### config.mk
export PLATFORM = sky130hd
export DESIGN_NAME = fphms_div
export DESIGN_NICKNAME = d
export VERILOG_FILES = /design/src/hw/rtl/fphms_pkg.sv /design/src/hw/rtl/fphms_div.sv
export SDC_FILE = /design/constraint.sdc
export NUM_CORES = 1
export LEC_CHECK = 0
export BUFFER_PORTS_ARGS = -buffer_cell sky130_fd_sc_hd__clkbuf_2
export CAP_MARGIN = 20
export CORE_MARGIN = 2
export CORE_UTILIZATION = 39
export CTS_BUF_LIST = sky130_fd_sc_hd__clkbuf_4 sky130_fd_sc_hd__clkbuf_8
export DETAILED_ROUTE_END_ITERATION = 12
export PLACE_DENSITY = 0.56
export SYNTH_ARGS = -nofsm -noshare
export SYNTH_HDL_FRONTEND = slang
export SYNTH_SLANG_ARGS = --single-unit
### constraint.sdc
create_clock -name i_clk -period 5.18 [get_ports i_clk]
set_input_delay 1.554 -clock i_clk [delete_from_list [all_inputs] [get_ports i_clk]]
set_output_delay 1.554 -clock i_clk [all_outputs]
set_load 0.005 [all_outputs]
### src/hw/rtl/fphms_pkg.sv
// ----------------------------------------------------------------------------
// fphms_pkg
// Shared types and constants of the polar histogram mode filter.
// ----------------------------------------------------------------------------
package fphms_pkg;

    localparam int DEF_MAX_PAIRS  = 64;
    localparam int DEF_HIST_DEPTH = 2048;

    localparam int CFG_AW = 2;
    localparam int CFG_DW = 15;

    localparam int MAG_W   = 17;
    localparam int ANG_W   = 15;
    localparam int CNT_W   = 7;
    localparam int NUM_W   = 23;
    localparam int QUO_W   = 8;
    localparam int BIN_W   = 11;
    localparam int IDX_W   = 6;

    localparam logic [4:0]  RST_DIST_BINS  = 5'd10;
    localparam logic [7:0]  RST_ANGLE_BINS = 8'd90;
    localparam logic [14:0] RST_ANGLE_LOW  = 15'd0;
    localparam logic [14:0] RST_ANGLE_HIGH = 15'd23040;

    localparam int CORDIC_STEPS = 16;
    localparam logic [15:0] INV_GAIN_Q16 = 16'd39797;
    localparam logic [16:0] MAG_MAX_CODE = 17'd131071;
    localparam logic [14:0] ANGLE_MAX_CODE = 15'd23040;
    localparam logic [14:0] ZERO_DISP_ANGLE = 15'd11520;
    localparam logic [21:0] DEG90_Q12  = 22'd368640;
    localparam logic [21:0] DEG180_Q12 = 22'd737280;
    localparam logic [21:0] DEG360_Q12 = 22'd1474560;

    // Arctangent of 2^-i in 1/4096 degree, rounded.
    localparam logic [19:0] ATAN_Q12 [CORDIC_STEPS] = '{
        20'd184320, 20'd108810, 20'd57492, 20'd29184, 20'd14649, 20'd7331,
        20'd3667, 20'd1833, 20'd917, 20'd458, 20'd229, 20'd115,
        20'd57, 20'd29, 20'd14, 20'd7
    };

    typedef enum logic [CFG_AW-1:0] {
        CFG_DIST_BINS  = 2'd0,
        CFG_ANGLE_BINS = 2'd1,
        CFG_ANGLE_LOW  = 2'd2,
        CFG_ANGLE_HIGH = 2'd3
    } t_cfg_idx;

    typedef struct packed {
        logic             done;
        logic [MAG_W-1:0] mag;
        logic [ANG_W-1:0] ang;
    } t_polar;

    typedef struct packed {
        logic             start;
        logic [NUM_W-1:0] num;
        logic [MAG_W-1:0] den;
    } t_div_req;

    typedef struct packed {
        logic             done;
        logic [QUO_W-1:0] quo;
    } t_div_res;

endpackage

### src/hw/rtl/fphms_div.sv
// ----------------------------------------------------------------------------
// fphms_div
// Restoring divider, one quotient bit per cycle, eight-bit quotient.
// ----------------------------------------------------------------------------
module fphms_div import fphms_pkg::*; (
    input  logic     i_clk,
    input  logic     i_rst_n,
    input  t_div_req i_req,
    output t_div_res o_res
);
    logic             r_busy, r_done;
    logic [2:0]       r_k;
    logic [NUM_W-1:0] r_rem;
    logic [MAG_W-1:0] r_den;
    logic [QUO_W-1:0] r_quo;
    logic [24:0]      w_sh;
    logic             w_ge;

    assign w_sh = {8'd0, r_den} << r_k;
    assign w_ge = {2'd0, r_rem} >= w_sh;

    always_ff @(posedge i_clk) begin
        if (!i_rst_n) begin
            r_busy <= 1'b0;
            r_done <= 1'b0;
        end else begin
            r_done <= 1'b0;
            if (i_req.start) begin
                r_rem  <= i_req.num;
                r_den  <= i_req.den;
                r_k    <= 3'd7;
                r_quo  <= '0;
                r_busy <= 1'b1;
            end else if (r_busy) begin
                if (w_ge) begin
                    r_rem <= r_rem - w_sh[NUM_W-1:0];
                end
                r_quo[r_k] <= w_ge;
                r_k <= r_k - 3'd1;
                if (r_k == 3'd0) begin
                    r_busy <= 1'b0;
                    r_done <= 1'b1;
                end
            end
        end
    end

    assign o_res.done = r_done;
    assign o_res.quo  = r_quo;
endmodule

# Yosys cells after proc, flatten, opt, wreduce, memory -nomap -nowiden
# Cells that the tools add are included.
totals:
  register_bits: 53
  in_bits: 43
  out_inout_bits: 9
classes:
  addsub: 2
  n_lt_le_gt_ge: 3
  shift: 1
  mux: 12
  n_bitwise: 2
  n_reduce_logical: 8
op_table:
  columns: ["op", "n"]
  rows:
  - ["23-bit two-way mux", 3]
  - ["23-bit by 25-bit >= comparator with 1-bit output", 1]
  - ["17-bit by 3-bit << shifter with 25-bit output", 1]
  - ["23-bit subtractor", 1]
  - ["8-bit bitwise mux", 1]
  - ["8-bit two-way mux", 1]
  - ["1-bit two-way mux", 5]
  - ["3-bit by 4-bit less-than comparator with 1-bit output (second input constant)", 1]
  - ["2-bit AND reduction", 2]
  - ["2-bit nonzero test", 2]
  - ["1-bit demux with 3-bit select", 1]
  - ["3-bit by 1-bit >= comparator with 1-bit output (second input constant)", 1]
  - ["3-bit logical NOT", 1]
  - ["3-bit two-way mux", 1]
  - ["3-bit AND reduction", 1]
  - ["3-bit OR reduction", 1]
  - ["3-bit by 1-bit subtractor with 3-bit output (second input constant)", 1]
  - ["1-bit inverter", 2]
  - ["1-bit logical AND", 1]

# Depth between registers and ports, before layout
logic_depth:
  word_depth: 6
  ltp_mapped: 14
  depth_no_buf: 12

# Least setup slack after synthesis
# OpenSTA, ideal clock, no wires.
synth_path:
  path_kind: "flip-flop to flip-flop"
  from: "register r_k[0]"
  to: "register r_rem[0], enable pin"
  t_arrival_ns: 4.219
  required_ns: 4.745
  path_slack_ns: 0.526
  stages_incl_launch_ff: 11
  n_path_buf: 1
  synth_period_minus_slack_ns: 4.654
  path_cell_list: "edfxtp_1 > buf_2 > mux4_2 > mux2i_1 > ha_1 > a21oi_1 > o21ai_0 > o211ai_4 > o211ai_4 > a31oi_4 > o21ai_0"
synth_between:
  elab_chain_cells: 4
synth_rtl:
  columns: ["item", "line_no", "source"]
  rows:
  - ["start: declaration", "fphms_div.sv:12", "logic [2:0] r_k;"]
  - ["start signal: assignment", "fphms_div.sv:39", "r_k <= r_k - 3'd1;"]
  - ["17-bit by 3-bit << shifter with 25-bit output", "fphms_div.sv:19", "assign w_sh = {8'd0, r_den} << r_k;"]
  - ["23-bit by 25-bit >= comparator with 1-bit output", "fphms_div.sv:20", "assign w_ge = {2'd0, r_rem} >= w_sh;"]
  - ["2-bit nonzero test (no line)", null, null]
  - ["3-bit AND reduction (no line)", null, null]
  - ["end signal: assignment", "fphms_div.sv:29", "r_rem <= i_req.num;"]
  - ["end signal: assignment", "fphms_div.sv:36", "r_rem <= r_rem - w_sh[NUM_W-1:0];"]
  - ["end: declaration", "fphms_div.sv:13", "logic [NUM_W-1:0] r_rem;"]
# No other way between the ends.
# A chain may end at the register's enable or synchronous reset.

# Worst setup path after layout
layout_path:
  from: "register r_k[1]"
  to: "register r_rem[0], enable pin"
# Same word-level chain as after synthesis.

==> impl_results.md <==
* Critical Path Source Type: flip-flop
* Hold Startpoint: r_busy$_SDFF_PN0_
* Worst clock skew at 0.0181 ns
* Routed Antenna Nets at 0
* Most frequent cells in the layout: clkbuf_2, edfxtp_1, nand2_1
* Worst-path clk slew at 0.11 ns
* Cell Rows at 36
* WHS Endpoint: r_done$_SDFF_PP0_
* Die footprint at 0.0110 sq mm
* Final Hold Vio Count at 0
* CP Capture Type: flip-flop
* Nets@finish at 501
* GRT Overall Usage at 17.0%
* EDFF count, synth at 51
* Setup-failing EPs final at 0
* Initial Utilization at 40.5%
* Pwr/cell area at 305 mW/mm^2
* DRT iter0 DRCs at 116
* Antenna cells at 0
* RSZ-0062 raised after global routing: false
* Crit Path Category: reg2reg
* Fmax at 231 MHz
* Worst-Margin Slew at 0.961 ns
* Status: completed
* First-pass DRT Iterations at 5
* Final TNS setup at 0 ns
* Max-slew headroom at 35.9%
* Final cycle utilization of the critical path at 83.4%
* Root buf cell: clkbuf_8
* RR Startpoint: r_k[1]$_SDFFCE_PP1P_
* Vias at 3023
* Core Box Area at 0.00982 sq mm
* Post-synthesis register bit count at 53
* Die span in x at 105 um
* Reg2Reg Depth at 13
* Htree depth at 2
* Final hold slack at 0.509 ns
* Avg WL per Cell at 16.0 um
* First-pass GRT wire length at 14800 um
* Post-Syn Nets at 459
* Initial antenna violation count at 0
* Max Slew Vio Count at 0
* Residual DRC count at 0
* FF-to-FF End: r_rem[0]$_DFFE_PP_
* Grt ovf at 0
* Post-Synthesis Cells at 390
* Top FF cell, synth: edfxtp_1
* Clock Sinks at 53
* Flop-to-flop setup slack at 0.86 ns
* Final GP Congestion at 0.855
* Proportion of layout cells with a drive suffix above 1 at 21.9%
* Latest clock arrival within the worst-skew pair at 0.33 ns
* Hold WC Path Type: reg2reg
* Max-cap violations at 0
* Crit-path max FO at 31
* P_leak at 0.00173 uW
* Synthesized area at 0.00397 sq mm
* Clock Path Buffers at 2
* Seq/Total Area, Yosys at 39.5%
* I/O Pins at 52
* Cts hold-fix bufs at 0
* Post-CTS Repair Setup Buffers at 0
* Hold Crit Depth at 2
* Resized Gates After CTS at 0
* Minimum clock period at 4.32 ns
* Arr. time, crit path at 4.31 ns
* Syn-to-layout area delta at 10.4%
* Buffers added on ports at 51
* DP HPWL at 6910 um
* CTS tree: yes
* WL final at 9080 um
* Vias in the first global route at 2914
* CP required at 5.17 ns
* DR vias/cell at 5.34
* YS warnings at 0
* Mean area per synthesized cell at 10.2 sq um
* Maximum vdd drop at 142 uV
* Largest net degree at the start of global routing at 44
* Ys async rst share at 0%
* Cell variety after synth at 65
* Cts bufs inserted at 5
* Die Ht at 105 um
[per-stage QoR]
stage	util [%]	cell area, sq um	cells	power, uW	setup WS (ns)
after global placement	43.7	4290	558	1090	1.01
after detailed placement	43.7	4290	558	1090	0.972
after floorplan	-	3970	390	972	0.526
after global routing	44.7	4390	566	1430	0.520
final	44.7	4390	566	1340	0.858
after CTS	44.7	4390	566	1350	0.930
[worst max-delay path by stage]
| stage | from | end | slack (ns) |
|---|---|---|---|
| final | r_k[1]$_SDFFCE_PP1P_ | r_rem[0]$_DFFE_PP_ | 0.86 |
| after global routing | r_k[1]$_SDFFCE_PP1P_ | r_rem[8]$_DFFE_PP_ | 0.52 |
| after CTS | r_k[1]$_SDFFCE_PP1P_ | r_rem[0]$_DFFE_PP_ | 0.93 |
| after detailed placement | r_k[1]$_SDFFCE_PP1P_ | r_rem[8]$_DFFE_PP_ | 0.97 |
| after global placement | r_k[1]$_SDFFCE_PP1P_ | r_rem[8]$_DFFE_PP_ | 1.01 |
| after floorplan | r_k[0]$_SDFFCE_PP1P_ | r_rem[0]$_DFFE_PP_ | 0.53 |
[layer usage]
metal	share of wire, %	wire, um	vias to the layer above	track usage (%)
met5	0	0	-	0
met4	1.3	114	0	4.48
met3	4.3	391	6	2.81
met2	44	3980	64	26.1
met1	51	4590	1395	24.8
li1	-	-	1558	-
[critical path, cell delays in order, from the launching register on]
cell and delay, ns:
edfxtp_1 1.00, clkinv_1 0.52, a211oi_1 0.29, a21oi_1 0.09, a21oi_1 0.28, ha_1 0.26
nand2_1 0.16, nor2_4 0.21, nand3_1 0.18, o21ai_2 0.21, a22o_2 0.19, a31oi_4 0.06
o21ai_2 0.17, buf_4 0.35
[area by class of cell]
| class | instances | area [sq um] |
|---|---|---|
| Sequential cell | 53 | 1570 |
| Inverter | 15 | 56.3 |
| Clock inverter | 3 | 25.0 |
| Tap cell | 133 | 166 |
| Multi-Input combinational cell | 302 | 2210 |
| Fill cell | 991 | 5430 |
| Timing Repair Buffer | 55 | 285 |
| Clock buffer | 5 | 68.8 |
[power by group]
part / switching, uW / internal (uW) / leakage, uW / total, uW
clock network: 153 / 98.0 / 0.0000447 / 251
logic: 300 / 229 / 0.00119 / 528
registers: 28.4 / 528 / 0.000500 / 557
[state kept, by name, summed over array words and instances, names as in the netlist]
signal and count:
r_quo 8, r_done 1, r_den 17, r_k 3, r_rem 23, r_busy 1
[logic make-up (layout without fill, tap and decap cells)]
logic type	count (synthesis)	after routing	synth area share (%)
compound gates	111	111	19.0
xor+xnor	20	20	4.41
mux	29	29	9.98
buf+inv	35	78	4.82
fa+ha+maj	26	26	8.38
simple gates	116	116	13.9
flops	53	53	39.5
[cells in the mapped netlist, drive strengths merged, types with 5 or more instances]
master,number,area share [%]
a21oi,33,4.3
nor2b,5,0.79
mux4,8,4.5
edfxtp,51,39
nor2,25,2.6
nand2,46,4.3
mux2i,16,4.0
buf,5,0.88
clkbuf,15,2.5
nand3,9,1.3
xor2,7,1.5
ha,25,7.9
o21ai,33,4.3
inv,13,1.2
xnor2,13,2.9
a211oi,9,1.8
nor3,9,1.1
mux2,5,1.4
Power figures use the tool's default switching activity.
