### config.mk
export PLATFORM = sky130hd
export DESIGN_NAME = fphms_ram
export DESIGN_NICKNAME = d
export VERILOG_FILES = /design/src/hw/rtl/fphms_ram.sv
export SDC_FILE = /design/constraint.sdc
export NUM_CORES = 1
export LEC_CHECK = 0
export ABC_AREA = 1
export ABC_CLOCK_PERIOD_IN_PS = 1300
export BUFFER_PORTS_ARGS = -buffer_cell sky130_fd_sc_hd__buf_2
export CAP_MARGIN = 30
export CORE_UTILIZATION = 40
export DETAILED_ROUTE_END_ITERATION = 7
export PLACE_DENSITY = 0.62
export SLEW_MARGIN = 20
export SYNTH_ARGS = -nofsm -noshare
export SYNTH_HDL_FRONTEND = slang
export SYNTH_SLANG_ARGS = --single-unit
### constraint.sdc
create_clock -name i_clk -period 1.3 [get_ports i_clk]
set_clock_uncertainty 0.1 [all_clocks]
set_input_delay 0.195 -clock i_clk [delete_from_list [all_inputs] [get_ports i_clk]]
set_output_delay 0.195 -clock i_clk [all_outputs]
set_load 0.01 [all_outputs]
### src/hw/rtl/fphms_ram.sv
// ----------------------------------------------------------------------------
// fphms_ram
// Generic simple dual-port RAM, one write and one registered read port.
// ----------------------------------------------------------------------------
module fphms_ram #(
    parameter int WIDTH = 8,
    parameter int DEPTH = 16
) (
    input  logic                     i_clk,
    input  logic                     i_we,
    input  logic [$clog2(DEPTH)-1:0] i_waddr,
    input  logic [WIDTH-1:0]         i_wdata,
    input  logic [$clog2(DEPTH)-1:0] i_raddr,
    output logic [WIDTH-1:0]         o_rdata
);
    logic [WIDTH-1:0] r_mem [DEPTH];

    always_ff @(posedge i_clk) begin
        if (i_we) begin
            r_mem[i_waddr] <= i_wdata;
        end
        o_rdata <= r_mem[i_raddr];
    end
endmodule

# After elaboration in Yosys (flattened, before gate mapping)
# Memories as Yosys holds them, arrays and structs flattened. A register that Yosys moved wholly into a read port is not among the register bits.
# Cells that the tools add are included.
# totals
mem_count,1
regBits,0
ram_bits,128
# op_classes
muxes,2
# memory_table
memory,depth,width,rd,rd_clocked_by_memory_dff,write_ports,line,rtl
r_mem,16,8,1,1,1,16,logic [WIDTH-1:0] r_mem [DEPTH];
# op_table
op,count
two-way mux 1 bit,2

# Longest topological paths before layout
# Gate-level depths: netlist of run 1.
# logic_depth
ltp_word,2
ltp_mapped,8
mapped_depth_nobuf,7

# Worst setup path after synthesis of run 1
# OpenSTA, ideal clock, no wires.
# synth_timing
kind,input port to flip-flop
start,input i_waddr[3]
end,memory r_mem[4][0] (enable)
n_path_buf,0
arrival_time_ns,0.776
setup_slack_ns,0.054
cell_stages,2
path_cell_list,nand3b_1 nor2_1
# synth_rtl
item,line,rtl
"start, declared",11,"input logic [$clog2(DEPTH)-1:0] i_waddr,"
"end, declared",16,
# No word-level cell before the write port.

# Worst setup path in the final report of run 1
# layout_timing
start,register o_rdata[6] (read register of r_mem)
end,output o_rdata[6]
# layout_rtl
item,line,rtl
"start, declared",14,output logic [WIDTH-1:0] o_rdata
# No word-level cell between the ends.

==> impl_metrics.env, run 1 <==
export IMPL_drt_iter0_markers=283
export IMPL_cp_required_ns=1.00
export IMPL_powerDensity_mw_per_mm2=1490
export IMPL_regArea_sq_mm=0.00400
export IMPL_grt_pass1_wl_microns=20100
export IMPL_cts_max_level=4
export IMPL_max_freq_mhz=820
export IMPL_worst_path_buf_inv=1
export IMPL_first_pass_iters=5
export IMPL_synth_top_area_cell="edfxtp_1"
export IMPL_worstSkewPairLatency_ns=0.42
export IMPL_rows=43
export IMPL_antenna_found_initial=0
export IMPL_yosys_area_top_type_share_pct=66.7
export IMPL_ir_worst_vdd_mv=0.748
export IMPL_post_cts_resized=0
export IMPL_seqPwrFrac_pct=48.8
export IMPL_hold_viol_final=0
export IMPL_core_sq_mm=0.0140
export IMPL_cap_violations=0
export IMPL_postSynthAreaPerCell_sq_um=10.5
export IMPL_place_congestion=0.835
export IMPL_crit_path_end_kind="output port"
export IMPL_arrival_ns=0.93
export IMPL_dp_hpwl_microns=7930
export IMPL_ys_ff_latch=136
export IMPL_cts_tree="done"
export IMPL_clkPwrFrac_pct=45.0
export IMPL_setup_tns_ns=0
export IMPL_cts_sinks=136
export IMPL_num_fill_cells=1272
export IMPL_finalSetupViolCount=0
export IMPL_hold_class="in -> reg"
export IMPL_areaGrowthSynthToFinish_pct=17.4
export IMPL_port_buffers=25
export IMPL_die_area_sq_mm=0.0149
export IMPL_overflow=0
export IMPL_cp_slowest_cell="dfxtp_1"
export IMPL_cts_buffers=17
export IMPL_grt_max_degree=65
export IMPL_ys_warn_count=0
export IMPL_via_per_inst=4.79
export IMPL_drt_wl_total_microns=12700
export IMPL_relSlewSlack_pct=74.3
export IMPL_nNetsFinal=615
export IMPL_synth_area_top_cells="edfxtp_1, nand2_1, nand3_1, inv_1, dfxtp_1"
export IMPL_synth_mux_area_share_pct=0
export IMPL_power_leakage_nw=2.93
export IMPL_syn_area_sq_mm=0.00577
export IMPL_wl_per_cell_microns=16.1
export IMPL_synth_top_family_by_area="simple AND/OR/NAND/NOR gates"
export IMPL_vias=3784
export IMPL_critPathKind="reg -> out"
export IMPL_ant_nets=0
export IMPL_p_sw_share_pct=22.0
export IMPL_final_core_util_pct=48.4
export IMPL_rsz0062_at_grt="no"
export IMPL_drive_gt1_share_pct=13.6
export IMPL_track_usage_pct=18.8
export IMPL_yosys_area_share_simple_pct=21.0
export IMPL_path_clk_slew_ns=0.06
export IMPL_status="complete, no violations"
export IMPL_fin_crit_ns=1.22
export IMPL_synth_compound_area_share_pct=0
export IMPL_cts_root_buf="clkbuf_16"
export IMPL_combPwrFrac_pct=6.3
export IMPL_die_y_microns=122
export IMPL_min_period_over_period_pct=93.9
export IMPL_ctsHoldBuffers=0
export IMPL_crit_path_cell_trace="buf_2"
export IMPL_antenna_cells=0
export IMPL_grt_pass1_vias=3691
export IMPL_cpPeakStageDelay_ns=0.36
export IMPL_postCtsSetupBuffers=0
export IMPL_worst_slew_pin_slew_ns=0.386
export IMPL_crit_fanout=1
export IMPL_drcViolationCount=0
export IMPL_synth_cell_types=12
export IMPL_clockBufferDepth=2
export IMPL_synthAdderAreaFrac_pct=0
export IMPL_yosys_area_share_xor_xnor_pct=0
export IMPL_drv_slew=0
export IMPL_p_int_mw=7.89
export IMPL_multi_input_area_sq_mm=0.00121
export IMPL_seq_area_frac_synth_pct=69.4
export IMPL_start_util_pct=41.2
export IMPL_synthCells=551
export IMPL_syn_nets=569
export IMPL_die_x_microns=122
export IMPL_switchingPower_mw=2.22
export IMPL_cp_top_family="flip-flops"
export IMPL_ios=26
export IMPL_startpoint_type="flop"
cell usage in the layout (no fill, tap or decap), drive strengths merged:
cell type  instances
dfxtp              8
nand2            173
buf               51
clkinv             6
nor2              17
edfxtp           128
clkinvlp           6
inv              102
nand3             97
clkbuf            18
bufinv             2
nand3b             2
state kept, by name, summed over array words and instances, names as in the netlist:
signal and count:
o_rdata 8, r_mem 128
per-layer routing:
| metal | vias up | track usage [%] | wire length [microns] |
|---|---|---|---|
| met2 | 98 | 31.3 | 6410 |
| met1 | 1801 | 23.8 | 5480 |
| met3 | 22 | 3.37 | 536 |
| li1 | 1863 | - | - |
| met4 | 0 | 8.46 | 292 |
| met5 | - | 0 | 0 |
area by class of cell:
| cell class | instances | area share, % |
|---|---|---|
| clock buffers | 18 | 6.34 |
| clock inverters | 14 | 1.98 |
| inverters | 102 | 5.65 |
| multi-input cells | 289 | 17.9 |
| flip-flops and latches | 136 | 59.1 |
| well taps | 180 | 3.33 |
| repair buffers | 51 | 5.65 |
power by group through the flow:
| stage | clock network (mW) | logic [mW] | registers, mW |
|---|---|---|---|
| global placement | 0 | 0.625 | 5.02 |
| detailed placement | 0 | 0.637 | 5.03 |
| CTS | 4.58 | 0.640 | 4.94 |
| global route | 4.79 | 0.705 | 4.94 |
| finish | 4.55 | 0.632 | 4.93 |
| floorplan | 0 | 0.346 | 5.03 |
Yosys cell counts:
master,instances
dfxtp_1,8
nand3_1,97
nor2_1,17
edfxtp_1,128
buf_6,6
inv_1,100
nand2_1,173
buf_2,13
nand3b_1,2
inv_2,2
buf_1,1
buf_4,4
final timing paths:
| path | start | endpoint | slack, ns | depth (start not counted) |
|---|---|---|---|---|
| setup / recovery | o_rdata[6]$_DFF_P_ | o_rdata[6] | 0.08 | 1 |
| hold reg to reg | r_mem[11][0]$_DFFE_PP_ | o_rdata[0]$_DFF_P_ | 0.56 | 6 |
| hold / removal | i_raddr[3] | o_rdata[0]$_DFF_P_ | 0.02 | 3 |
| setup reg to reg | r_mem[3][2]$_DFFE_PP_ | o_rdata[2]$_DFF_P_ | 0.19 | 6 |
kinds of logic (layout without fill, tap and decap cells):
kind of cell / count (synthesis) / after routing
buffers and inverters: 126 / 185
AND/OR/NAND/NOR: 289 / 289
flip-flops: 136 / 136
through the flow:
stage          power, mW  hold slack, ns  cell area (sq um)  cells  setup slack, ns
6_report            10.1          0.0196               6770    790           0.0799
5_1_grt             10.4          0.0292               6770    790           0.0605
4_1_cts             10.2          0.0106               6770    790           0.0645
3_5_place_dp        5.66           0.454               6210    758          -0.0881
3_3_place_gp        5.65           0.463               6210    758          -0.0789
2_1_floorplan       5.38           0.194               5770    551           0.0542
No activity file was read; power rests on OpenSTA's default activity.
==> inputs of run 2 (changes only) <==
--- a/config.mk
+++ b/config.mk
@@ -9,9 +9,9 @@
 export ABC_CLOCK_PERIOD_IN_PS = 1300
 export BUFFER_PORTS_ARGS = -buffer_cell sky130_fd_sc_hd__buf_2
 export CAP_MARGIN = 30
-export CORE_UTILIZATION = 40
+export CORE_UTILIZATION = 55
 export DETAILED_ROUTE_END_ITERATION = 7
-export PLACE_DENSITY = 0.62
+export PLACE_DENSITY = 0.79
 export SLEW_MARGIN = 20
 export SYNTH_ARGS = -nofsm -noshare
 export SYNTH_HDL_FRONTEND = slang
==> run 2 against run 1 <==
  * Setup slack got worse by 0.054 ns
  * Wire length rose by 3.9%
  * Critical path depth did not move
  * Sequential share of layout area fell by 0.43 points
  * Largest cell class unchanged
  * Largest power group unchanged
==> impl_metrics.env, run 2 (synthesis results as in run 1) <==
export IMPL_worst_slack_ns=0.0257
export IMPL_die_area_sq_mm=0.0109
export IMPL_status="complete, no violations"
export IMPL_cts_root_buf="clkbuf_8"
export IMPL_dp_hpwl_microns=8050
export IMPL_cts_buffers=17
export IMPL_placed_cell_area_sq_mm=0.00619
export IMPL_drt_wl_total_microns=13200
export IMPL_track_usage_pct=26.2
export IMPL_cts_sinks=136
export IMPL_power_leakage_nw=2.99
export IMPL_vias=4020
export IMPL_fin_crit_ns=1.27
export IMPL_design_area_sq_mm=0.00683
export IMPL_largest_reg_flops=128
export IMPL_relSlewSlack_pct=76.1
export IMPL_overflow=0
export IMPL_whs_ns=0.00615
export IMPL_holdPathEnd="r_mem[8][3]$_DFFE_PP_"
export IMPL_top_regs="r_mem (128), o_rdata (8)"
export IMPL_multi_input_area_sq_mm=0.00121
export IMPL_arrival_ns=0.98
export IMPL_ir_worst_vdd_mv=0.957
export IMPL_port_buffers=25
export IMPL_critPathKind="reg -> out"
export IMPL_die_x_microns=104
export IMPL_rows=37
export IMPL_ant_nets=0
export IMPL_wl_per_cell_microns=17.5
export IMPL_start_util_pct=56.4
export IMPL_antenna_cells=0
export IMPL_clockBufferDepth=2
export IMPL_areaGrowthSynthToFinish_pct=18.4
export IMPL_drcViolationCount=0
export IMPL_cp_required_ns=1.00
export IMPL_dpl_worst_slack_ns=-0.0182
export IMPL_drt_iter0_markers=328
export IMPL_grt_pass1_vias=4107
export IMPL_grt_max_degree=32
export IMPL_finalSetupViolCount=0
export IMPL_core_sq_mm=0.0102
export IMPL_postCtsSetupBuffers=0
export IMPL_drive_gt1_share_pct=14.2
export IMPL_crit_path_end_kind="output port"
export IMPL_die_y_microns=104
export IMPL_startpoint_type="flop"
export IMPL_cts_max_level=4
export IMPL_worstSkewPairLatency_ns=0.53
export IMPL_top_register="r_mem"
export IMPL_crit_fanout=1
export IMPL_via_per_inst=5.31
export IMPL_cap_violations=0
export IMPL_powerDensity_mw_per_mm2=1470
export IMPL_rr_startpoint="r_mem[4][3]$_DFFE_PP_"
export IMPL_num_fill_cells=692
export IMPL_antenna_found_initial=0
export IMPL_crit_path_cell_trace="buf_2"
export IMPL_cp_slowest_cell="dfxtp_2"
export IMPL_final_common_cell="nand2_1"
export IMPL_min_period_over_period_pct=98.0
export IMPL_regArea_sq_mm=0.00401
export IMPL_reg2regPathDepth=6
export IMPL_min_delay_start="i_wdata[3]"
export IMPL_grt_pass1_wl_microns=20900
export IMPL_layout_common_cells="nand2_1, edfxtp_1, inv_1, nand3_1, buf_2"
export IMPL_cpPeakStageDelay_ns=0.34
export IMPL_place_congestion=0.838
export IMPL_worst_path_buf_inv=1
export IMPL_first_pass_iters=5
export IMPL_hold_viol_final=0
export IMPL_path_clk_slew_ns=0.06
export IMPL_ios=26
export IMPL_worst_r2r_endpoint="o_rdata[3]$_DFF_P_"
export IMPL_worst_slew_pin_slew_ns=0.358
export IMPL_hold_class="in -> reg"
export IMPL_holdPathStages=1
export IMPL_nNetsFinal=626
export IMPL_cts_tree="done"
export IMPL_drv_slew=0
export IMPL_max_freq_mhz=785
export IMPL_cp_top_family="flip-flops"
export IMPL_reg2reg_slack_ns=0.18
## run 2: through the flow
stage | std cells | util, % | power, mW | TNS [ns]
final | 757 | 66.7 | 10.1 | 0
after global routing | 757 | 66.7 | 10.3 | -0.00209
after CTS | 757 | 66.7 | 10.1 | 0
after detailed placement | 717 | 60.5 | 5.65 | -0.158
after global placement | 717 | 60.5 | 5.63 | 0
after floorplan | 551 | - | 5.38 | 0
## run 2: where the power goes
part	switching [mW]	internal, mW
clock network	1.76	2.69
logic	0.437	0.231
registers	0.0339	4.91
total	2.23	7.83
## run 2: layout make-up
class / count / share of cell area (%)
clock inverters: 15 / 1.98
clock buffers: 17 / 6.06
repair buffers: 62 / 7.38
inverters: 102 / 5.61
flip-flops and latches: 136 / 58.7
multi-input cells: 289 / 17.8
well taps: 136 / 2.49
## run 2: worst max path at each step
stage / from / to / cells after the start
6_report: o_rdata[7]$_DFF_P_ / o_rdata[7] / 1
5_1_grt: o_rdata[4]$_DFF_P_ / o_rdata[4] / 1
4_1_cts: o_rdata[7]$_DFF_P_ / o_rdata[7] / 1
3_5_place_dp: i_raddr[0] / o_rdata[7]$_DFF_P_ / 8
3_3_place_gp: i_waddr[2] / r_mem[10][6]$_DFFE_PP_ / 4
2_1_floorplan: i_waddr[3] / r_mem[4][0]$_DFFE_PP_ / 2
## run 2: timing repair
| item | in CTS | in global routing |
|---|---|---|
| gates resized for setup | 3 | 2 |
| hold endpoints to repair | 120 | 0 |
| hold buffers | 8 | 0 |
| endpoints found under the setup margin | 2 | 2 |
## run 2: metal layers
layer	part of all wire, %	vias to the layer above	wire length [microns]	global-route usage (%)
met2	50	236	6580	42.6
met3	9.2	39	1210	5.95
met5	0	-	0	0
met1	38	1856	4970	32.3
li1	-	1889	-	-
met4	3.5	0	459	14.8
==> inputs of run 3 (changes only) <==
--- a/config.mk
+++ b/config.mk
@@ -6,12 +6,13 @@
 export NUM_CORES = 1
 export LEC_CHECK = 0
 export ABC_AREA = 1
-export ABC_CLOCK_PERIOD_IN_PS = 1300
+export ABC_CLOCK_PERIOD_IN_PS = 1400
 export BUFFER_PORTS_ARGS = -buffer_cell sky130_fd_sc_hd__buf_2
 export CAP_MARGIN = 30
+export CORE_ASPECT_RATIO = 1.25
 export CORE_UTILIZATION = 55
 export DETAILED_ROUTE_END_ITERATION = 7
-export PLACE_DENSITY = 0.79
+export PLACE_DENSITY = 0.76
 export SLEW_MARGIN = 20
 export SYNTH_ARGS = -nofsm -noshare
 export SYNTH_HDL_FRONTEND = slang
==> constraint.sdc (replaced) <==
create_clock -name i_clk -period 1.4 [get_ports i_clk]
set_clock_uncertainty 0.1 [all_clocks]
set_input_delay 0.21 -clock i_clk [delete_from_list [all_inputs] [get_ports i_clk]]
set_output_delay 0.21 -clock i_clk [all_outputs]
set_load 0.01 [all_outputs]
==> run 3 against run 2 <==
  * Sequential share of layout area rose by 0.40 points
  * Utilization shrank 0.057 points
  * Global-route usage down 0.32 points
  * Highest routed layer unchanged
==> impl_metrics.env, run 3 (synthesis results as in run 1) <==
export IMPL_status="complete, no violations"
export IMPL_cap_violations=0
export IMPL_worst_r2r_endpoint="o_rdata[7]$_DFF_P_"
export IMPL_hold_class="in -> reg"
export IMPL_crit_fanout=1
export IMPL_antenna_cells=0
export IMPL_drt_wl_total_microns=12600
export IMPL_drv_slew=0
export IMPL_dpl_worst_slack_ns=0.0719
export IMPL_design_area_sq_mm=0.00677
export IMPL_die_y_microns=116
export IMPL_vias=3923
export IMPL_grt_pass1_wl_microns=19800
export IMPL_grt_pass1_vias=3930
export IMPL_worstSkewPairLatency_ns=0.42
export IMPL_path_clk_slew_ns=0.06
export IMPL_postCtsSetupBuffers=0
export IMPL_rsz0062_at_grt="no"
export IMPL_post_cts_resized=0
export IMPL_switchingPower_mw=2.09
export IMPL_largest_reg_flops=128
export IMPL_cts_sinks=136
export IMPL_grt_max_degree=65
export IMPL_overflow=0
export IMPL_ios=26
export IMPL_startpoint_type="flop"
export IMPL_cts_max_level=4
export IMPL_track_usage_pct=25.9
export IMPL_hold_viol_final=0
export IMPL_setup_tns_ns=0
export IMPL_worst_path_buf_inv=1
export IMPL_cp_slowest_cell="dfxtp_1"
export IMPL_via_per_inst=5.29
export IMPL_worst_slew_pin_slew_ns=0.358
export IMPL_cp_required_ns=1.09
export IMPL_reg2regPathDepth=6
export IMPL_port_buffers=25
export IMPL_cts_buffers=17
export IMPL_fin_crit_ns=1.27
export IMPL_power_leakage_nw=2.98
export IMPL_die_x_microns=93.6
export IMPL_core_sq_mm=0.0102
export IMPL_reg2reg_slack_ns=0.28
export IMPL_cts_root_buf="clkbuf_16"
export IMPL_antenna_found_initial=0
export IMPL_finalSetupViolCount=0
export IMPL_top_register="r_mem"
export IMPL_final_common_cell="nand2_1"
export IMPL_clkPwrFrac_pct=46.8
export IMPL_areaGrowthSynthToFinish_pct=17.5
export IMPL_seqPwrFrac_pct=47.3
export IMPL_p_int_mw=7.59
export IMPL_layout_common_cells="nand2_1, edfxtp_1, inv_1, nand3_1, buf_2"
export IMPL_placed_cell_area_sq_mm=0.00616
export IMPL_clockBufferDepth=2
export IMPL_drcViolationCount=0
export IMPL_nNetsFinal=617
export IMPL_crit_path_cell_trace="buf_2"
export IMPL_ctsHoldBuffers=0
export IMPL_holdPathEnd="r_mem[9][0]$_DFFE_PP_"
export IMPL_drive_gt1_share_pct=14.1
export IMPL_rows=41
export IMPL_critPathKind="reg -> out"
export IMPL_arrival_ns=0.96
export IMPL_dp_hpwl_microns=7840
export IMPL_p_sw_share_pct=21.6
export IMPL_cts_tree="done"
export IMPL_max_freq_mhz=788
export IMPL_rr_startpoint="r_mem[1][7]$_DFFE_PP_"
export IMPL_worst_slack_ns=0.131
export IMPL_min_period_over_period_pct=90.6
export IMPL_num_fill_cells=738
export IMPL_holdPathStages=1
export IMPL_wl_per_cell_microns=16.9
export IMPL_start_util_pct=56.8
export IMPL_place_congestion=0.850
export IMPL_cpPeakStageDelay_ns=0.39
export IMPL_die_area_sq_mm=0.0109
export IMPL_drt_iter0_markers=313
export IMPL_ant_nets=0
export IMPL_first_pass_iters=5
export IMPL_relSlewSlack_pct=76.1
export IMPL_powerDensity_mw_per_mm2=1430
export IMPL_cp_top_family="flip-flops"
export IMPL_crit_path_end_kind="output port"
export IMPL_ir_worst_vdd_mv=0.853
export IMPL_final_core_util_pct=66.7
export IMPL_whs_ns=0.104
export IMPL_top_regs="r_mem (128), o_rdata (8)"
export IMPL_combPwrFrac_pct=6.0
export IMPL_min_delay_start="i_wdata[0]"
-- run 3: cell types whose count changed in the layout (fill, tap and decap cells not counted), moves of 3 or more --
| cell | previous run | this run |
|---|---|---|
| clkinv_1 | 4 | 1 |
| clkinv_2 | 4 | 1 |
| clkinv_4 | 1 | 6 |
| dfxtp_1 | 4 | 8 |
| dfxtp_2 | 4 | 0 |
| dlygate4sd3_1 | 8 | 0 |
-- run 3: cell type report --
cell class / count / area [sq um] / area share [%]
well taps: 129 / 161 / 2.38
inverters: 102 / 383 / 5.65
clock inverters: 14 / 175 / 2.59
flip-flops and latches: 136 / 4000 / 59.1
clock buffers: 18 / 439 / 6.48
repair buffers: 53 / 398 / 5.87
multi-input cells: 289 / 1210 / 17.9
-- run 3: how the worst max path moves through the flow --
stage                  startpoint  slack [ns]                endpoint  depth (start not counted)
2_1_floorplan          i_waddr[2]        0.14  r_mem[10][0]$_DFFE_PP_                          2
3_3_place_gp           i_raddr[0]        0.08      o_rdata[7]$_DFF_P_                          7
3_5_place_dp           i_waddr[1]        0.07   r_mem[1][3]$_DFFE_PP_                          5
4_1_cts        o_rdata[2]$_DFF_P_        0.12              o_rdata[2]                          1
5_1_grt        o_rdata[2]$_DFF_P_        0.12              o_rdata[2]                          1
6_report       o_rdata[2]$_DFF_P_        0.13              o_rdata[2]                          1
-- run 3: power groups by stage --
stage                     Sequential (mW)  Clock, mW  Combinational, mW
final                                4.58       4.53              0.578
after global routing                 4.59       4.74              0.642
after CTS                            4.58       4.56              0.577
after detailed placement             4.66          0              0.571
after global placement               4.66          0              0.557
after floorplan                      4.67          0              0.321
-- run 3: metrics by stage --
step / cells / power, mW
after floorplan: 551 / 4.99
after global placement: 709 / 5.22
after detailed placement: 709 / 5.24
after CTS: 741 / 9.72
after global routing: 741 / 9.96
final: 741 / 9.69
-- run 3: routing by layer --
metal	routed length (microns)	track usage (%)	part of all wire (%)	vias to the layer above
met1	4820	30.2	38	1829
met3	894	5.47	7.1	32
li1	-	-	-	1867
met5	0	0	0	-
met2	6450	44.4	51	195
met4	389	15.1	3.1	0
