File: src/hw/rtl/fphms_pkg.sv
// ----------------------------------------------------------------------------
// fphms_pkg
// Shared types and constants of the polar histogram mode filter.
// ----------------------------------------------------------------------------
package fphms_pkg;

    localparam int DEF_MAX_PAIRS  = 64;
    localparam int DEF_HIST_DEPTH = 2048;

    localparam int CFG_AW = 2;
    localparam int CFG_DW = 15;

    localparam int MAG_W   = 17;
    localparam int ANG_W   = 15;
    localparam int CNT_W   = 7;
    localparam int NUM_W   = 23;
    localparam int QUO_W   = 8;
    localparam int BIN_W   = 11;
    localparam int IDX_W   = 6;

    localparam logic [4:0]  RST_DIST_BINS  = 5'd10;
    localparam logic [7:0]  RST_ANGLE_BINS = 8'd90;
    localparam logic [14:0] RST_ANGLE_LOW  = 15'd0;
    localparam logic [14:0] RST_ANGLE_HIGH = 15'd23040;

    localparam int CORDIC_STEPS = 16;
    localparam logic [15:0] INV_GAIN_Q16 = 16'd39797;
    localparam logic [16:0] MAG_MAX_CODE = 17'd131071;
    localparam logic [14:0] ANGLE_MAX_CODE = 15'd23040;
    localparam logic [14:0] ZERO_DISP_ANGLE = 15'd11520;
    localparam logic [21:0] DEG90_Q12  = 22'd368640;
    localparam logic [21:0] DEG180_Q12 = 22'd737280;
    localparam logic [21:0] DEG360_Q12 = 22'd1474560;

    // Arctangent of 2^-i in 1/4096 degree, rounded.
    localparam logic [19:0] ATAN_Q12 [CORDIC_STEPS] = '{
        20'd184320, 20'd108810, 20'd57492, 20'd29184, 20'd14649, 20'd7331,
        20'd3667, 20'd1833, 20'd917, 20'd458, 20'd229, 20'd115,
        20'd57, 20'd29, 20'd14, 20'd7
    };

    typedef enum logic [CFG_AW-1:0] {
        CFG_DIST_BINS  = 2'd0,
        CFG_ANGLE_BINS = 2'd1,
        CFG_ANGLE_LOW  = 2'd2,
        CFG_ANGLE_HIGH = 2'd3
    } t_cfg_idx;

    typedef struct packed {
        logic             done;
        logic [MAG_W-1:0] mag;
        logic [ANG_W-1:0] ang;
    } t_polar;

    typedef struct packed {
        logic             start;
        logic [NUM_W-1:0] num;
        logic [MAG_W-1:0] den;
    } t_div_req;

    typedef struct packed {
        logic             done;
        logic [QUO_W-1:0] quo;
    } t_div_res;

endpackage

File: src/hw/rtl/fphms_cordic.sv
// ----------------------------------------------------------------------------
// fphms_cordic
// Vectoring CORDIC, one micro-rotation per cycle, then gain correction.
// ----------------------------------------------------------------------------
module fphms_cordic import fphms_pkg::*; (
    input  logic               i_clk,
    input  logic               i_rst_n,
    input  logic               i_start,
    input  logic signed [16:0] i_dx,
    input  logic signed [16:0] i_dy,
    output t_polar             o_res
);
    typedef enum logic [3:0] {
        C_IDLE = 4'b0001,
        C_ITER = 4'b0010,
        C_MUL  = 4'b0100,
        C_FIN  = 4'b1000
    } t_cstate;

    t_cstate            r_state;
    logic signed [31:0] r_x, r_y;
    logic signed [21:0] r_z;
    logic [3:0]         r_step;
    logic               r_zero, r_sx, r_sy;
    logic [46:0]        r_prod;
    t_polar             r_res;

    logic [15:0]        w_ax, w_ay;
    logic signed [31:0] w_xs, w_ys;
    logic signed [21:0] w_atan;
    logic [20:0]        w_zc;
    logic [21:0]        w_th;
    logic [15:0]        w_thr;
    logic [47:0]        w_sum;
    logic [19:0]        w_mq;

    assign w_ax   = i_dx[16] ? 16'(-i_dx) : i_dx[15:0];
    assign w_ay   = i_dy[16] ? 16'(-i_dy) : i_dy[15:0];
    assign w_xs   = r_x >>> r_step;
    assign w_ys   = r_y >>> r_step;
    assign w_atan = 22'(ATAN_Q12[r_step]);

    always_comb begin
        if (r_z < 0) begin
            w_zc = '0;
        end else if (r_z > $signed(DEG90_Q12)) begin
            w_zc = DEG90_Q12[20:0];
        end else begin
            w_zc = r_z[20:0];
        end
        if (!r_sy) begin
            w_th = r_sx ? DEG360_Q12 - 22'(w_zc) : DEG180_Q12 + 22'(w_zc);
        end else begin
            w_th = r_sx ? 22'(w_zc) : DEG180_Q12 - 22'(w_zc);
        end
    end

    assign w_thr = 16'((w_th + 22'd32) >> 6);
    assign w_sum = 48'(r_prod) + 48'd134217728;
    assign w_mq  = w_sum[47:28];

    always_ff @(posedge i_clk) begin
        if (!i_rst_n) begin
            r_state    <= C_IDLE;
            r_res.done <= 1'b0;
        end else begin
            r_res.done <= 1'b0;
            unique case (r_state)
                C_IDLE: begin
                    if (i_start) begin
                        r_x    <= 32'({w_ax, 12'd0});
                        r_y    <= 32'({w_ay, 12'd0});
                        r_z    <= '0;
                        r_step <= '0;
                        r_sx   <= i_dx[16];
                        r_sy   <= i_dy[16];
                        r_zero <= (i_dx == '0) && (i_dy == '0);
                        r_state <= C_ITER;
                    end
                end
                C_ITER: begin
                    if (!r_y[31]) begin
                        r_x <= r_x + w_ys;
                        r_y <= r_y - w_xs;
                        r_z <= r_z + w_atan;
                    end else begin
                        r_x <= r_x - w_ys;
                        r_y <= r_y + w_xs;
                        r_z <= r_z - w_atan;
                    end
                    r_step <= r_step + 4'd1;
                    if (r_step == 4'(CORDIC_STEPS - 1)) begin
                        r_state <= C_MUL;
                    end
                end
                C_MUL: begin
                    r_prod  <= r_x[30:0] * INV_GAIN_Q16;
                    r_state <= C_FIN;
                end
                C_FIN: begin
                    r_res.done <= 1'b1;
                    if (r_zero) begin
                        r_res.mag <= '0;
                        r_res.ang <= ZERO_DISP_ANGLE;
                    end else begin
                        r_res.mag <= (w_mq > 20'(MAG_MAX_CODE)) ? MAG_MAX_CODE
                                                               : w_mq[16:0];
                        r_res.ang <= (w_thr > 16'(ANGLE_MAX_CODE)) ? ANGLE_MAX_CODE
                                                                  : w_thr[14:0];
                    end
                    r_state <= C_IDLE;
                end
                default: r_state <= C_IDLE;
            endcase
        end
    end

    assign o_res = r_res;
endmodule

File: config.mk
export PLATFORM = sky130hd
export DESIGN_NAME = fphms_cordic
export DESIGN_NICKNAME = d
export VERILOG_FILES = /design/src/hw/rtl/fphms_pkg.sv /design/src/hw/rtl/fphms_cordic.sv
export SDC_FILE = /design/constraint.sdc
export NUM_CORES = 1
export LEC_CHECK = 0
export BUFFER_PORTS_ARGS = -buffer_cell sky130_fd_sc_hd__buf_2
export CORE_ASPECT_RATIO = 1.75
export CORE_UTILIZATION = 30
export CTS_CLUSTER_SIZE = 25
export DETAILED_ROUTE_END_ITERATION = 8
export HOLD_SLACK_MARGIN = 0.1
export REMOVE_ABC_BUFFERS = 1
export SKIP_CTS_REPAIR_TIMING = 1
export SLEW_MARGIN = 20
export SYNTH_ARGS = -nofsm -noshare
export SYNTH_HDL_FRONTEND = slang
export SYNTH_SLANG_ARGS = --single-unit
File: constraint.sdc
create_clock -name i_clk -period 6.9 [get_ports i_clk]
set_clock_uncertainty 0.05 [all_clocks]
set_input_delay 0.69 -clock i_clk [delete_from_list [all_inputs] [get_ports i_clk]]
set_output_delay 0.69 -clock i_clk [all_outputs]
set_load 0.02 [all_outputs]
After elaboration in Yosys (flattened, before gate mapping)

Memory sizes are Yosys's and may differ from the RTL's.
Cells that the tools add are included.

Equal/unequal tests: 7
Multiplexer cells: 27
$add $sub $neg: 14
Shift operators: 2
Magnitude comparators: 5
Reductions and logical operators: 10
Bitwise operators: 1
Multiply operators: 1

Operators with widths:

| operator               | number |
|---|---|
| $mux 32                | 5 |
| $pmux 32 s2            | 2 |
| $mux 22                | 5 |
| $add 32x32->32         | 2 |
| $sshr 32x4->32         | 2 |
| $sub 32x32->32         | 2 |
| $add 47x28->48 const B | 1 |
| $mul 31x16->47 const B | 1 |
| $pmux 22 s2            | 1 |
| $mux 21                | 2 |
| $mux 20                | 2 |
| $logic_not 17->1       | 2 |
| $mux 33                | 1 |
| $mux 16                | 2 |
| $neg 16->16            | 2 |
| $add 20x21->22 const A | 1 |
| $add 22x21->22         | 1 |
| $add 22x6->22 const B  | 1 |
| $gt 22x20->1 const B   | 1 |
| $lt 22x1->1 const B    | 1 |
| $sub 20x21->22 const A | 1 |
| $sub 21x21->22 const A | 1 |
| $sub 22x21->22         | 1 |
| $gt 20x17->1 const B   | 1 |
| 19 further kinds       | 26 |

Output and inout port bits: 33
Memories: 1
Input port bits: 37
Register bits: 177
Memory bits (read-only): 320
Word-level logic and storage cells: 81

Memories:

| memory          | words | bits a word | rd ports | clocked after Yosys merged registers in | write ports | RTL line           | source |
|---|---|---|---|---|---|---|---|
| (no name shown) | 16    | 20          | 1        | 0                                       | 0           | fphms_cordic.sv:41 | `assign w_atan = 22'(ATAN_Q12[r_step]);` |

Logic depth before layout (Yosys ltp)

Gate-level depths: netlist of run 1.

Word-level depth: 11
Mapped depth: 26
Mapped depth without buffers: 24

Worst setup path after synthesis of run 1

OpenSTA, ideal clock, no wires.

Path type: register to register
From: register r_x[14]
To: register r_prod[46], data pin
Setup slack: 0.066 ns
Path buffers: 0
Cell stages (with the launch flop): 25
Data required time: 6.581 ns
Period minus slack after synthesis: 6.834 ns
Data arrival time: 6.515 ns
Setup time: 0.269 ns
Cells stage by stage: edfxtp_1 -> inv_1 -> fa_1 -> fa_1 -> inv_1 -> fa_1 -> inv_1 -> fa_1 -> inv_1 -> fa_1 -> inv_1 -> fa_1 -> inv_1 -> ha_1 -> a21oi_1 -> o21ai_0 -> o21ai_0 -> a311oi_1 -> o21ai_0 -> a2111oi_0 -> o221ai_1 -> a21oi_1 -> a211oi_1 -> o31ai_1 -> xor2_1

Cells in the longest elaborated chain, start to end: 1

Ends and longest elaborated chain:

| what                     | RTL line           | source |
|---|---|---|
| start: declaration       | fphms_cordic.sv:21 | `logic signed [31:0] r_x, r_y;` |
| start signal: assignment | fphms_cordic.sv:71 | `r_x <= 32'({w_ax, 12'd0});` |
| start signal: assignment | fphms_cordic.sv:83 | `r_x <= r_x + w_ys;` |
| start signal: assignment | fphms_cordic.sv:87 | `r_x <= r_x - w_ys;` |
| $mul 31x16->47           | fphms_cordic.sv:97 | `r_prod <= r_x[30:0] * INV_GAIN_Q16;` |
| end signal: assignment   | fphms_cordic.sv:97 |  |
| end: declaration         | fphms_cordic.sv:25 | `logic [46:0] r_prod;` |

Every way passes these cells.
A chain may end at the register's enable or synchronous reset.

Worst setup path in the final report of run 1

From: register r_x[13]
To: register r_prod[44], data pin

The elaborated chain is that of the path after synthesis.

==> run summary, run 1 <==
Status - finished, final reports clean
Core Footprint - 0.0845 mm²
CP Class - flip-flop to flip-flop
Static leakage - 0.0126 µW
Ys flop type - edfxtp_1
Synthesized cell area - 0.0257 mm²
Clk_lat worst skew - 0.49 ns
DRT Wirelength - 69200 µm
Fin nets - 3395
Port Buffers - 69
Switching part of the total power - 47.3%
Compound-Gate Fraction of Synth Area - 13.1%
Worst vdd ir - 458 µV
Root Buffer - clkbuf_16
Crit-path max cell delay - 0.52 ns
# clock sinks - 150
Mux cell area share after synthesis - 9.96%
Starting Density - 30.4%
FF-to-FF Start - r_x[13]$_DFFE_PP_
Reg power frac - 13.6%
Startpoint types - flip-flop
Final WS setup - 0.276 ns
Largest family of logic cells by synthesized area - adder cells
Initial antenna violation count - 11
Commonest cells after routing, fill and taps aside - 424 x inv_1, 278 x ha_1, 225 x fa_1
Synthesis Warnings - 0
CP required - 7.08 ns
Most common cell after layout, fill and taps aside - inv_1
Final setup vio count - 0
Vias in the first global route - 20.5k
CP Max Fanout - 4
Reg2Reg Setup Slack - 0.28 ns
Seq/Total Area, Yosys - 17.4%
Simple-gate share of the synthesized area - 13.1%
Distinct cells, synth - 99
GPL Wtd Cong - 0.887
Clock buffer depth - 2
# IOs - 70
Avg Cell Area, Syn - 9.34 µm²
Critical Path Sink Type - flip-flop
TritonCTS clock tree - done
Post-route ant nets - 0
Post-Syn Instances - 2749
DRT iter0 DRCs - 822
Post-synthesis async set-or-reset flop share - 0%
Pint - 5140 µW
Clock power frac - 11.0%
Final min period - 6.62 ns
Xor/xnor cell area share of the yosys netlist - 7.13%
Share of layout cells above drive strength 1 - 13.2%
H-tree level count - 4
Hold Crit Class - primary input to flip-flop
Fmax achieved - 0.151 GHz
All-Layer GR Usage - 16.0%
Largest area contributor in the netlist - fa_1
Pin count of the biggest net entering global routing - 81
HP Start - i_rst_n
Vias - 20.2k
Hold Violations, Final - 0
Slew margin rel. - 26.6%
Part of the cycle the worst path needs - 96.0%
Die ar. - 0.0868 mm²
Register bit total from synthesis - 150
DR pass1 iterations - 5
Dpl ws - -0.701 ns
Fill cell count - 8556
Drt drc - 0
Total chip power - 9760 µW
Fin. max-slew vios - 0
WP buf/inv - 9
First-pass GRT wire length - 109000 µm
Post-synthesis adder-cell area fraction - 31.3%
PD cells - 341 mW/mm²
WP data arrival - 6.81 ns
Switch Pwr - 4620 µW
Via density - 5.14
Detailed Place HPWL - 56400 µm
CP dominant cell by count - fa_1
Critical Path Source - r_x[13]$_DFFE_PP_
Height of the die - 389 µm
Gate power share - 75.4%
Area added between synthesis and finish - 11.4%
Row count - 141
CTS Buf Count - 17
Measured slew at the worst slew-check pin - 1.10 ns
Chip Width - 223 µm
Slowest CP cell - fa_1
DR WL/cell - 17.6 µm
Delay-heaviest family, CP - adder cells
Largest cells by area after synthesis - fa_1 18%, edfxtp_1 17%, ha_1 14%, inv_1 6.4%, mux4_2 6.3%
Worst hold slack - 0.463 ns
Clock Pin Slew Worst Setup and Hold Paths - 0.07 ns
Grt ovf - 0
Unrepaired setup endpoints after global routing - yes
Post-synth EDFFs - 145
Synth top area share - 17.6%
Max cap viols - 0
-- state kept, by name, indices dropped and copies added (netlist names) --
register and cells:
r_prod 20, r_x 32, r_sx 1, r_step 4
r_z 22, r_y 32, r_state 4, r_sy 1
r_zero 1, o_res 33
-- area by class of cell --
| class | count | area, µm² | share of cell area [%] |
|---|---|---|---|
| inverters | 439 | 1650 | 5.76 |
| clock buffers | 17 | 425 | 1.49 |
| well taps | 1072 | 1340 | 4.69 |
| clock inverters | 15 | 215 | 0.753 |
| repair buffers | 177 | 1180 | 4.13 |
| flip-flops and latches | 150 | 4450 | 15.6 |
| diodes | 4 | 10.0 | 0.0350 |
| multi-input cells | 2067 | 19300 | 67.6 |
-- worst paths after layout --
check             depth (start not counted)                      end
setup / recovery                         27     r_prod[44]$_DFFE_PP_
hold reg to reg                           2  r_state[3]$_SDFFE_PN0P_
hold / removal                            2  r_state[1]$_SDFFE_PN0P_
setup reg to reg                         27     r_prod[44]$_DFFE_PP_
-- cell usage after synthesis (all sizes together), types with 31 or more instances --
| library cell | count |
|---|---|
| edfxtp | 145 |
| o21ai | 111 |
| nor3 | 55 |
| nor2 | 192 |
| nand2 | 186 |
| xnor2 | 121 |
| mux4 | 82 |
| a21oi | 160 |
| ha | 281 |
| fa | 225 |
| a31oi | 34 |
| clkbuf | 48 |
| xor2 | 88 |
| inv | 436 |
| mux2i | 39 |
| buf | 45 |
| nand3 | 40 |
| a21o | 31 |
| and3 | 31 |
-- logic make-up (layout without fill, tap and decap cells) --
logic type	Yosys count	after routing
compound gates	523	523
buf+inv	532	648
other cells	0	4
xor+xnor	209	209
flops	150	150
mux	146	146
simple gates	683	683
fa+ha+maj	506	506
-- metal layers --
metal  global-route usage [%]  part of all wire [%]  up-vias
met3                     1.59                   2.6      119
met1                     16.5                    37     9961
met4                     9.14                   5.4        0
met2                     31.1                    55      385
met5                        0                     0        -
li1                         -                     -     9784
-- per-stage QoR --
step / cells / cell area (µm²) / utilization, % / TNS, ns
finish: 3941 / 28600 / 33.8 / 0
global route: 3939 / 28600 / 33.8 / -0.0575
CTS: 3931 / 28400 / 33.6 / -5.08
detailed placement: 3899 / 27700 / 32.8 / -5.17
global placement: 3899 / 27700 / 32.8 / -4.47
floorplan: 2656 / 25200 / - / -14.70
-- power groups by stage --
stage	Sequential [µW]	Clock (µW)	Combinational (µW)
6_report	1330	1070	7360
5_1_grt	1330	1120	8470
4_1_cts	1330	1100	6980
3_5_place_dp	1350	0	6910
3_3_place_gp	1350	0	6830
2_1_floorplan	1370	0	5180
Note: power is estimated with default switching activity, not from simulation.
==> run 2, diff against run 1 <==
Settings changed: REMOVE_ABC_BUFFERS 1 to default.
==> run summary, run 2 (synthesis gave the netlist of run 1 again) <==
Most common cell after layout, fill and taps aside - inv_1
CP required - 7.07 ns
Critical Path Sink Type - flip-flop
Hold Violations, Final - 0
Slew margin rel. - 27.5%
Final WS setup - 0.226 ns
Inst Count DP - 3892
Worst hold slack - 0.441 ns
Share of layout cells above drive strength 1 - 12.7%
Crit-path max cell delay - 0.58 ns
All-Layer GR Usage - 15.8%
WP data arrival - 6.85 ns
DRT Wirelength - 67900 µm
Status - finished, final reports clean
Slowest CP cell - fa_2
Fill cell count - 8566
Detailed Place HPWL - 55400 µm
Drt drc - 0
Height of the die - 389 µm
Commonest cells after routing, fill and taps aside - 422 x inv_1, 281 x ha_1, 224 x fa_1
Critical path depth - 26
Startpoint types - flip-flop
Static leakage - 0.0125 µW
Delay-heaviest family, CP - adder cells
# clock sinks - 150
Max reg flops - 33
DR WL/cell - 17.3 µm
Final setup vio count - 0
Fin. max-slew vios - 0
Measured slew at the worst slew-check pin - 1.08 ns
GPL Wtd Cong - 0.914
Starting Density - 30.4%
Max cap viols - 0
Clk_lat worst skew - 0.49 ns
Final cell count without fillers - 3932
First-pass GRT wire length - 108000 µm
WP buf/inv - 8
Port Buffers - 69
CP dominant cell by count - fa_1
Chip Width - 223 µm
CTS Buf Count - 17
Pin count of the biggest net entering global routing - 78
TritonCTS clock tree - done
Design area - 0.0284 mm²
Synthesized net count - 3292
Core Footprint - 0.0845 mm²
CP Max Fanout - 4
Min-Delay Path Depth - 2
Final min period - 6.67 ns
Vias - 20.2k
Hold Crit Class - primary input to flip-flop
Worst vdd ir - 392 µV
Via density - 5.14
Fmax achieved - 0.150 GHz
Clock Pin Slew Worst Setup and Hold Paths - 0.07 ns
Area added between synthesis and finish - 10.6%
# IOs - 70
DR pass1 iterations - 5
Root Buffer - clkbuf_16
Part of the cycle the worst path needs - 96.7%
PD cells - 333 mW/mm²
Fin nets - 3387
Cell area after placement - 0.0277 mm²
Row count - 141
Grt ovf - 0
DRT iter0 DRCs - 1123
Worst reg2reg path depth - 26
CP Class - flip-flop to flip-flop
Initial antenna violation count - 8
Post-route ant nets - 0
Vias in the first global route - 20.9k
Dpl ws - -0.289 ns
H-tree level count - 4
Clock buffer depth - 2
Die ar. - 0.0868 mm²
## run 2: changes by cell type in the layout (fill, tap and decap cells not counted), sizes merged
cell and delta:
buf -8, bufinv -2, clkbuf +3, clkinv +1, clkinvlp +2, diode +1
inv -6
## run 2: stage by stage
step | setup TNS, ns | utilization (%) | power (µW)
6_report | 0 | 33.6 | 9450
5_1_grt | -0.217 | 33.6 | 10600
4_1_cts | -1.83 | 33.4 | 9190
3_5_place_dp | -1.49 | 32.8 | 8230
3_3_place_gp | -0.999 | 32.8 | 8080
2_1_floorplan | 0 | - | 6560
## run 2: per-layer routing
layer | share of wire [%] | GRT usage, % | wire (µm)
met3 | 3.3 | 1.95 | 2260
met4 | 4.8 | 7.90 | 3220
met2 | 54 | 30.2 | 36500
met1 | 38 | 16.7 | 25800
met5 | 0.080 | 0 | 54
## run 2: report_power, final
| group | internal, µW | switching [µW] |
|---|---|---|
| combinational | 3200 | 4020 |
| clock | 486 | 412 |
| sequential | 1280 | 45.9 |
| total | 4970 | 4480 |
## run 2: area by class of cell
| type | instances | area, µm² | share of cell area [%] |
|---|---|---|---|
| sequential | 150 | 4450 | 15.7 |
| timing repair buffer | 169 | 1140 | 4.01 |
| tap | 1072 | 1340 | 4.73 |
| multi-input combinational | 2067 | 19300 | 67.9 |
| antenna | 5 | 12.5 | 0.0441 |
| clock buffer | 20 | 437 | 1.54 |
| inverter | 439 | 1650 | 5.81 |
| clock inverter | 10 | 83.8 | 0.295 |
## run 2: worst paths after layout
kind / endpoint / slack (ns) / startpoint
setup / recovery: r_prod[46]$_DFFE_PP_ / 0.23 / r_x[8]$_SDFFCE_PN0P_
hold / removal: r_state[1]$_SDFFE_PN0P_ / 0.44 / i_rst_n
setup reg to reg: r_prod[46]$_DFFE_PP_ / 0.23 / r_x[8]$_SDFFCE_PN0P_
hold reg to reg: r_state[3]$_SDFFE_PN0P_ / 0.49 / r_state[2]$_SDFFE_PN0P_
## run 2: worst register-to-register path: stages, from the launching register on
cell and delay [ns]:
edfxtp_1 0.40, inv_2 0.13, buf_6 0.11, fa_1 0.44
fa_2 0.58, fa_1 0.43, fa_1 0.53, inv_2 0.04
fa_1 0.48, inv_2 0.04, fa_1 0.52, inv_1 0.04
ha_1 0.26, o21ai_1 0.06, nor2_1 0.17, o211ai_1 0.15
buf_4 0.17, a311oi_2 0.28, buf_4 0.20, o21ai_4 0.08
a2111oi_4 0.29, buf_4 0.18, o221ai_4 0.11, a21oi_2 0.20
a211oi_2 0.11, o31ai_2 0.28, xor2_1 0.10
==> run 3, diff against run 2 <==
Settings changed: PLACE_DENSITY from default to 0.44.
Clock period 6.9 ns to 7 ns, I/O delays scaled along.
==> run summary, run 3 (synthesis gave the netlist of run 1 again) <==
Status - finished, final reports clean
Startpoint types - flip-flop
DR pass1 iterations - 5
Part of the cycle the worst path needs - 94.9%
Setup TNS - 0 ns
Via density - 5.15
Initial antenna violation count - 0
Clock power frac - 10.8%
Final setup vio count - 0
PD cells - 320 mW/mm²
Starting Density - 30.4%
Height of the die - 389 µm
Fmax achieved - 0.150 GHz
Gate power share - 74.8%
Detailed Place HPWL - 61600 µm
First-pass GRT wire length - 119000 µm
Final min period - 6.65 ns
Port Buffers - 69
Fin. max-slew vios - 0
Switching part of the total power - 47.1%
Inst Count DP - 3907
Dpl ws - -0.575 ns
Critical Path Sink Type - flip-flop
Critical Path Source - r_x[11]$_SDFFCE_PN0P_
Fin util - 33.6%
Static leakage - 0.0126 µW
Worst vdd ir - 253 µV
Share of layout cells above drive strength 1 - 12.5%
ANT cells - 0
Measured slew at the worst slew-check pin - 0.863 ns
CTS Buf Count - 17
Hold Crit Class - primary input to flip-flop
Worst hold slack - 0.481 ns
Slowest CP cell - fa_1
# IOs - 70
Final WS setup - 0.354 ns
HP Start - i_rst_n
Pin count of the biggest net entering global routing - 78
FF-to-FF Start - r_x[11]$_SDFFCE_PN0P_
Chip Width - 223 µm
Commonest cells after routing, fill and taps aside - 433 x inv_1, 281 x ha_1, 225 x fa_1
Switch Pwr - 4280 µW
Slew margin rel. - 42.5%
Reg power frac - 14.5%
Row count - 141
Clk_lat worst skew - 0.50 ns
CP dominant cell by count - fa_1
DR WL/cell - 19.0 µm
CP Max Fanout - 4
CP Class - flip-flop to flip-flop
Crit-path max cell delay - 0.54 ns
All-Layer GR Usage - 17.6%
Most common cell after layout, fill and taps aside - inv_1
Register area - 0.00445 mm²
Clock buffer depth - 2
GRT busiest layer - met2
Met1 GRT Util - 18.2%
Vias in the first global route - 21.9k
Pint - 4800 µW
Crit-path cells - inv_1, buf_4, fa_1, fa_1, inv_1, fa_1, fa_1, fa_1, inv_1, fa_1, inv_1, ha_1, o21ai_0, a21oi_1, o21ai_0, a311oi_2, o21ai_2, a2111oi_4, o221ai_2, a21oi_2, buf_4, a211o_1, a21oi_1, xnor2_1
GPL Wtd Cong - 0.885
Vias - 20.3k
WP buf/inv - 6
TritonCTS clock tree - done
Fill cell count - 8641
Max reg flops - 33
Drt drc - 0
H-tree level count - 4
Area added between synthesis and finish - 10.8%
Fin nets - 3397
WP data arrival - 6.84 ns
GR Util met3 - 1.58%
Grt ovf - 0
DRT iter0 DRCs - 903
Unrepaired setup endpoints after global routing - no
Multi-input gate area - 0.0192 mm²
Die ar. - 0.0868 mm²
# clock sinks - 150
Core Footprint - 0.0845 mm²
GR Util met2 - 35.2%
Max cap viols - 0
Hold Violations, Final - 0
Synthesized net count - 3292
CP required - 7.19 ns
Post-route ant nets - 0
DRT Wirelength - 74700 µm
Root Buffer - clkbuf_16
Clock Pin Slew Worst Setup and Hold Paths - 0.07 ns
Delay-heaviest family, CP - adder cells
Final cell count without fillers - 3938
run 3: cell types whose count changed in the layout (fill, tap and decap cells not counted), moves of 3 or more:
cell     change
inv_1       +11
diode_2      -5
buf_4       +12
o21ai_0      +4
inv_2       -11
o21ai_1      -3
run 3: layout make-up:
class                      count  area share, %
clock buffer                  18           1.51
inverter                     439           5.80
sequential                   150           15.7
clock inverter                13          0.546
timing repair buffer         179           4.21
tap                         1072           4.72
multi-input combinational   2067           67.5
run 3: per-stage QoR:
step | area [µm²] | total power, µW
after floorplan | 25700 | 6470
after global placement | 27800 | 8000
after detailed placement | 27800 | 8060
after CTS | 28400 | 9120
after global routing | 28400 | 10300
final | 28400 | 9090
run 3: layer usage:
layer	wire, µm	share of wire (%)
met2	41900	56
met3	1760	2.4
met1	28100	38
met5	0	0
met4	2950	3.9
run 3: power by group through the flow:
stage	logic, µW	clock network [µW]	registers [µW]
2_1_floorplan	5140	0	1320
3_3_place_gp	6670	0	1330
3_5_place_dp	6730	0	1330
4_1_cts	6780	1020	1310
5_1_grt	7950	1030	1320
6_report	6790	981	1310
run 3: final timing paths:
kind	endpoint	slack, ns	cells past startpoint
max reg2reg	r_prod[44]$_DFFE_PP_	0.35	24
max	r_prod[44]$_DFFE_PP_	0.35	24
min	r_state[1]$_SDFFE_PN0P_	0.48	2
min reg2reg	r_state[3]$_SDFFE_PN0P_	0.51	2
